`config.mk`:
```
export PLATFORM = sky130hd
export DESIGN_NAME = bbvp_update
export DESIGN_NICKNAME = d
export VERILOG_FILES = /design/src/rtl/core/bbvp_pkg.sv /design/src/rtl/core/bbvp_update.sv
export SDC_FILE = /design/constraint.sdc
export NUM_CORES = 1
export LEC_CHECK = 0
export BUFFER_PORTS_ARGS = -buffer_cell sky130_fd_sc_hd__clkbuf_2
export CAP_MARGIN = 15
export CELL_PAD_IN_SITES_DETAIL_PLACEMENT = 0
export CELL_PAD_IN_SITES_GLOBAL_PLACEMENT = 2
export CORE_ASPECT_RATIO = 1.2
export CORE_MARGIN = 1.5
export CORE_UTILIZATION = 31
export CTS_CLUSTER_SIZE = 40
export DETAILED_ROUTE_END_ITERATION = 10
export MAX_ROUTING_LAYER = met4
export PLACE_DENSITY_LB_ADDON = 0.1
export SKIP_CTS_REPAIR_TIMING = 1
export SLEW_MARGIN = 20
export SYNTH_ARGS = -nofsm -noshare
export SYNTH_HDL_FRONTEND = slang
export SYNTH_SLANG_ARGS = --single-unit
```
`constraint.sdc`:
```
create_clock -name clk -period 8.6 [get_ports clk]
set_clock_uncertainty 0.05 [all_clocks]
set_input_delay 1.72 -clock clk [delete_from_list [all_inputs] [get_ports clk]]
set_output_delay 1.72 -clock clk [all_outputs]
set_load 0.02 [all_outputs]
```
`src/rtl/core/bbvp_pkg.sv`:
```
// ---------------------------------------------------------------------------
// bbvp_pkg
// Shared types and constants of the basic-block vector profiler.
// ---------------------------------------------------------------------------
package bbvp_pkg;

	localparam int TW  = 3;   // thread field
	localparam int BW  = 10;  // block field
	localparam int IW  = 16;  // instruction count field
	localparam int CW  = 32;  // visit count
	localparam int SW  = 41;  // region instruction total
	localparam int RW  = 32;  // region index
	localparam int PAW = 4;   // APB address
	localparam int PDW = 64;  // APB data

	localparam logic [SW-1:0] THRESH_RESET = SW'(100000000);

	typedef enum logic {
		FN_EVENT = 1'b0,
		FN_FLUSH = 1'b1
	} func_t;

	// registers sit at 8-byte strides; bit 3 of paddr picks one
	typedef enum logic {
		REG_ENABLE = 1'b0,
		REG_THRESH = 1'b1
	} reg_sel_t;

	typedef struct packed {
		func_t           func;
		logic [TW-1:0]   thread;
		logic [BW-1:0]   block;
		logic [IW-1:0]   insts;
	} req_t;

	// visit table entry: count is live only while tag matches the region index
	typedef struct packed {
		logic [RW-1:0]   tag;
		logic [CW-1:0]   count;
	} entry_t;

	typedef struct packed {
		logic            event_valid;
		logic [TW-1:0]   out_thread;
		logic [BW-1:0]   out_block;
		logic [CW-1:0]   visits;
		logic [SW-1:0]   stamp;
		logic [RW-1:0]   region_index;
		logic            region_closed;
		logic [SW-1:0]   region_total;
	} result_t;

endpackage

```
`src/rtl/core/bbvp_update.sv`:
```
// ---------------------------------------------------------------------------
// bbvp_update
// Read-modify-write stage: merges the table read with the last write,
// bumps the visit count, keeps the region total and index.
// ---------------------------------------------------------------------------
module bbvp_update #(
	parameter int AW = 13
) (
	input  logic                        clk,
	input  logic                        arst_n,
	input  logic                        take,
	input  bbvp_pkg::req_t              req,
	input  logic [AW-1:0]               addr,
	input  bbvp_pkg::entry_t            rd_entry,
	input  logic [bbvp_pkg::SW-1:0]     threshold,
	input  logic                        adv,
	output logic                        s1_busy,
	output logic                        commit,
	output bbvp_pkg::result_t           res,
	output logic                        wr_en,
	output logic [AW-1:0]               wr_addr,
	output bbvp_pkg::entry_t            wr_data
);
	import bbvp_pkg::*;

	logic            s1_valid_q;
	req_t            req_s1;
	logic [AW-1:0]   addr_s1;
	logic            fwd_ok_s1;
	logic [AW-1:0]   fwd_addr_q;
	entry_t          fwd_entry_q;
	logic [RW-1:0]   region_q;
	logic [SW-1:0]   region_insts_q;

	logic            ev;
	logic            flush;
	entry_t          base_entry;
	logic [CW-1:0]   base;
	logic [CW-1:0]   vnew;
	logic [SW:0]     sum;
	logic [SW-1:0]   total;
	logic            closes;

	always_comb begin
		ev    = (req_s1.func == FN_EVENT);
		flush = (req_s1.func == FN_FLUSH);
		// previous word wrote this entry on the edge we read it
		base_entry = (fwd_ok_s1 && (fwd_addr_q == addr_s1)) ? fwd_entry_q : rd_entry;
		base  = (base_entry.tag == region_q) ? base_entry.count : '0;
		vnew  = (base == '1) ? base : base + CW'(1);
		sum   = {1'b0, region_insts_q} + {{(SW + 1 - IW){1'b0}}, req_s1.insts};
		total = sum[SW] ? '1 : sum[SW-1:0];
		closes = flush || (total >= threshold);

		commit = s1_valid_q && adv;

		res.event_valid   = ev;
		res.out_thread    = ev ? req_s1.thread : '0;
		res.out_block     = ev ? req_s1.block : '0;
		res.visits        = ev ? vnew : '0;
		res.stamp         = ev ? total : '0;
		res.region_index  = region_q;
		res.region_closed = closes;
		res.region_total  = flush ? region_insts_q : (closes ? total : '0);

		wr_en        = commit && ev;
		wr_addr      = addr_s1;
		wr_data.tag   = region_q;
		wr_data.count = vnew;
	end

	always_ff @(posedge clk or negedge arst_n) begin
		if (!arst_n) begin
			s1_valid_q     <= 1'b0;
			fwd_ok_s1      <= 1'b0;
			region_q       <= '0;
			region_insts_q <= '0;
		end else begin
			if (take) begin
				s1_valid_q <= 1'b1;
				fwd_ok_s1  <= wr_en;
			end else if (commit) begin
				s1_valid_q <= 1'b0;
			end
			if (commit) begin
				if (closes) begin
					region_q       <= region_q + RW'(1);
					region_insts_q <= '0;
				end else if (ev) begin
					region_insts_q <= total;
				end
			end
		end
	end

	always_ff @(posedge clk) begin
		if (take) begin
			req_s1  <= req;
			addr_s1 <= addr;
		end
		if (wr_en) begin
			fwd_addr_q  <= wr_addr;
			fwd_entry_q <= wr_data;
		end
	end

	assign s1_busy = s1_valid_q;

`ifndef SYNTHESIS
	a_no_overrun: assert property (@(posedge clk) disable iff (!arst_n)
		take |-> (!s1_valid_q || adv))
		else $error("new word loaded over an uncommitted one");

	a_close_advances: assert property (@(posedge clk) disable iff (!arst_n)
		commit && closes |=> (region_q == $past(region_q) + RW'(1)) && (region_insts_q == '0))
		else $error("region close did not advance index and clear total");

	a_open_below_thresh: assert property (@(posedge clk) disable iff (!arst_n)
		commit && ev && !closes |=>
			(region_insts_q < $past(threshold)) && (region_insts_q >= $past(region_insts_q)))
		else $error("open region total out of order");
`endif

endmodule

```
==> flow_metrics.py <==
metrics = {
    "synth": {
        "synth_enable_flop_cells": 120,
        "syn_nets": 1675,
        "yosysUniqueCellTypes": 66,
        "synth_top_area_cell": "edfxtp_1",
        "synth_area_leaders": "edfxtp_1, dfrtp_1, xnor2_1, ha_1, xor2_1",
        "synth_top_area_frac": 0.2687,
        "synthCells": 1463,
        "yosys-top-cells-count": "nor2_1, nand2_1, edfxtp_1",
        "syn_area_per_cell_um2": 9.168,
        "synth_most_common_cell": "nor2_1",
        "synthArstFlopShare": 0.3846,
        "yosys_warnings": 0,
        "synth_seq_cells": 195,
        "netlist_area_mm2": 0.01341,
        "ys_seq_area_frac": 0.4086,
        "synth_ff_type": "edfxtp_1",
    },
    "clock_tree": {
        "worstSkewPairLatency_ps": 470,
        "cts_tree": "yes",
        "cts_buffers": 17,
        "root_buffer": "clkbuf_16",
        "clkTransAtPathRegs_ps": 70,
        "cts.sinks": 195,
        "clock_path_buffers": 2,
        "htreeDepth": 4,
    },
    "drt": {
        "wl_met1_um": 20140,
        "via_count": 12000,
        "wl_met2_um": 24660,
        "firstDrtPassIters": 5,
        "wl_per_cell_um": 20.31,
        "drt_wl_total_um": 47760,
        "drt_iter0_markers": 658,
        "detail-route-antenna-nets": 0,
        "drc_errors": 0,
        "highest_layer": "met4",
        "via_per_inst": 5.103,
        "met3_length_um": 2370,
    },
    "power_and_ir_drop": {
        "p_int_uw": 1947,
        "combPwrFrac": 0.356,
        "power.share.switching": 0.3829,
        "p_switching_uw": 1208,
        "seq_power_share": 0.373,
        "p_leak_uw": 0.007438,
        "power_density_mw_per_mm2": 193.1,
        "peakVddDrop_mv": 0.1497,
        "power_frac_clock": 0.271,
    },
    "cells_and_area": {
        "layout.nets": 1997,
        "drive_above_1_share": 0.2636,
        "areaGrowthSynthToFinish_pct": 21.77,
        "utilization": 0.3817,
        "finalNonFillerCells": 2351,
        "fill_cells": 4534,
    },
    "floorplan": {
        "ios": 393,
        "coreArea_mm2": 0.04279,
        "die_w_um": 192.9,
        "initial_core_util": 0.3135,
        "rows": 83,
        "die_y_um": 230.9,
        "die_area_mm2": 0.04453,
    },
    "sta": {
        "min_period_over_period": 0.9391,
        "rsz0062_at_grt": "no",
        "final_hold_viol_count": 0,
        "final-setup-viol-count": 0,
        "fin_tns_setup_ps": 0,
        "max_slew_margin": 0.3446,
        "finalMaxSlewViolations": 0,
        "post-route-min-period_ps": 8076,
        "worst_pin_slew_ps": 982.0,
        "fmax_mhz": 123.8,
    },
    "critical_path": {
        "arrival_ps": 6310,
        "max_stage_delay_ps": 410,
        "slowest_stage": "fa_1",
        "worstSetupPathType": "reg2out",
        "cp_max_fo": 24,
        "endpoint_kind": "primary output",
        "critPathLaunchType": "flop",
        "crit_required_ps": 6830,
        "reg2reg_slack_ps": 2450,
        "crit_top_cell": "a21o_1",
    },
    "placed_design": {
        "gp_congestion": 0.8512,
        "port_buffers": 392,
        "dp_hpwl_um": 36320,
        "dp_cells": 2318,
    },
    "grt": {
        "grt_overflow_total": 0,
        "antenna_found_initial": 1,
        "grt_pass1_vias": 11880,
        "grt_max_degree": 59,
        "grt.total_usage": 0.2209,
        "grt_pass1_wl_um": 71970,
    },
    "outcome": {
        "status": "finished clean",
    },
    "worst_hold_path": {
        "hp-class": "reg2reg",
    },
    "job": {
        "cap_violations": 0,
    },
}
metal layers:
layer,global-route usage,up-vias
met3,0.03497,33
met4,0.04821,0
met5,-,-
met2,0.3827,333
met1,0.2676,5810
li1,-,5821
metrics by stage:
step	worst slack [ps]	cell area, µm²	hold slack [ps]	power [µW]
2_1_floorplan	1249	13410	425.0	1942
3_3_place_gp	915.2	15720	447.2	2337
3_5_place_dp	827.0	15720	450.5	2331
4_1_cts	291.3	16310	470.7	3201
5_1_grt	84.66	16330	500.1	3366
6_report	523.7	16330	466.0	3155
cell families (layout without fill, tap and decap cells):
family / Yosys count / in the layout / synth area share
other cells: 0 / 1 / 0
simple gates: 526 / 526 / 0.1950
flops: 195 / 195 / 0.4086
mux: 41 / 41 / 0.03116
fa+ha+maj: 60 / 60 / 0.05653
xor+xnor: 164 / 164 / 0.1071
compound gates: 283 / 283 / 0.1358
buf+inv: 194 / 529 / 0.06586
flip-flops by register name (all words and copies together) (netlist names):
signal	cells
fwd_entry_q	64
region_insts_q	41
region_q	32
req_s1	29
fwd_addr_q	13
wr_addr	13
flush	1
fwd_ok_s1	1
s1_busy	1
power by group through the flow:
| stage | Clock (µW) | Combinational, µW | Sequential, µW |
|---|---|---|---|
| 2_1_floorplan | 0 | 762 | 1180 |
| 3_3_place_gp | 0 | 1140 | 1200 |
| 3_5_place_dp | 0 | 1130 | 1200 |
| 4_1_cts | 882 | 1140 | 1180 |
| 5_1_grt | 913 | 1260 | 1190 |
| 6_report | 855 | 1120 | 1180 |
placed cells by master, fill, tap and decap left out, types with 7 or more instances in the layout:
master	synthesis	routed
buf_4	34	24
clkbuf_2	0	391
nor2b_1	27	27
inv_1	79	79
a21o_1	16	16
xnor2_1	97	97
nor4_1	13	12
nand3_1	58	58
and2_1	32	32
a21oi_1	113	113
nand4_1	34	34
a211oi_1	10	10
clkbuf_16	0	17
nor3_1	29	29
and3_1	42	42
and4_1	7	7
a22o_1	17	17
o21ai_0	34	34
xor2_1	67	67
mux2i_1	35	35
o31ai_1	25	25
nor2_1	134	132
ha_1	59	59
edfxtp_1	120	120
dfrtp_1	75	75
nand2_1	128	126
a311oi_1	20	19
critical path, delay by kind of cell (launching register included):
family,cells,cell delay (ps)
xor+xnor,1,240
buf+inv,4,880
compound gates,13,2550
flops,1,380
fa+ha+maj,3,980
simple gates,4,760
path summary, 6_finish.rpt:
check / start / endpoint / depth (start not counted)
max: req_s1[0]$_DFFE_PP_ / res[3] / 25
min: region_insts_q[0]$_DFFE_PN0P_ / region_insts_q[0]$_DFFE_PN0P_ / 2
max reg2reg: req_s1[0]$_DFFE_PP_ / region_q[1]$_DFFE_PN0P_ / 24
min reg2reg: region_insts_q[0]$_DFFE_PN0P_ / region_insts_q[0]$_DFFE_PN0P_ / 2
max in group asynchronous: arst_n / region_q[29]$_DFFE_PN0P_ / 2
min in group asynchronous: arst_n / region_insts_q[32]$_DFFE_PN0P_ / 1
cell type report:
cell class	count	area, µm²	share of cell area
Antenna cell	1	2.502	0.0001532
Clock buffer	18	429.2	0.02628
Clock inverter	14	165.2	0.01011
Inverter	80	300.3	0.01839
Multi-Input combinational cell	1074	7088	0.4340
Sequential cell	195	5480	0.3355
Tap cell	552	690.7	0.04229
Timing Repair Buffer	417	2177	0.1333
Power figures use the tool's default switching activity.
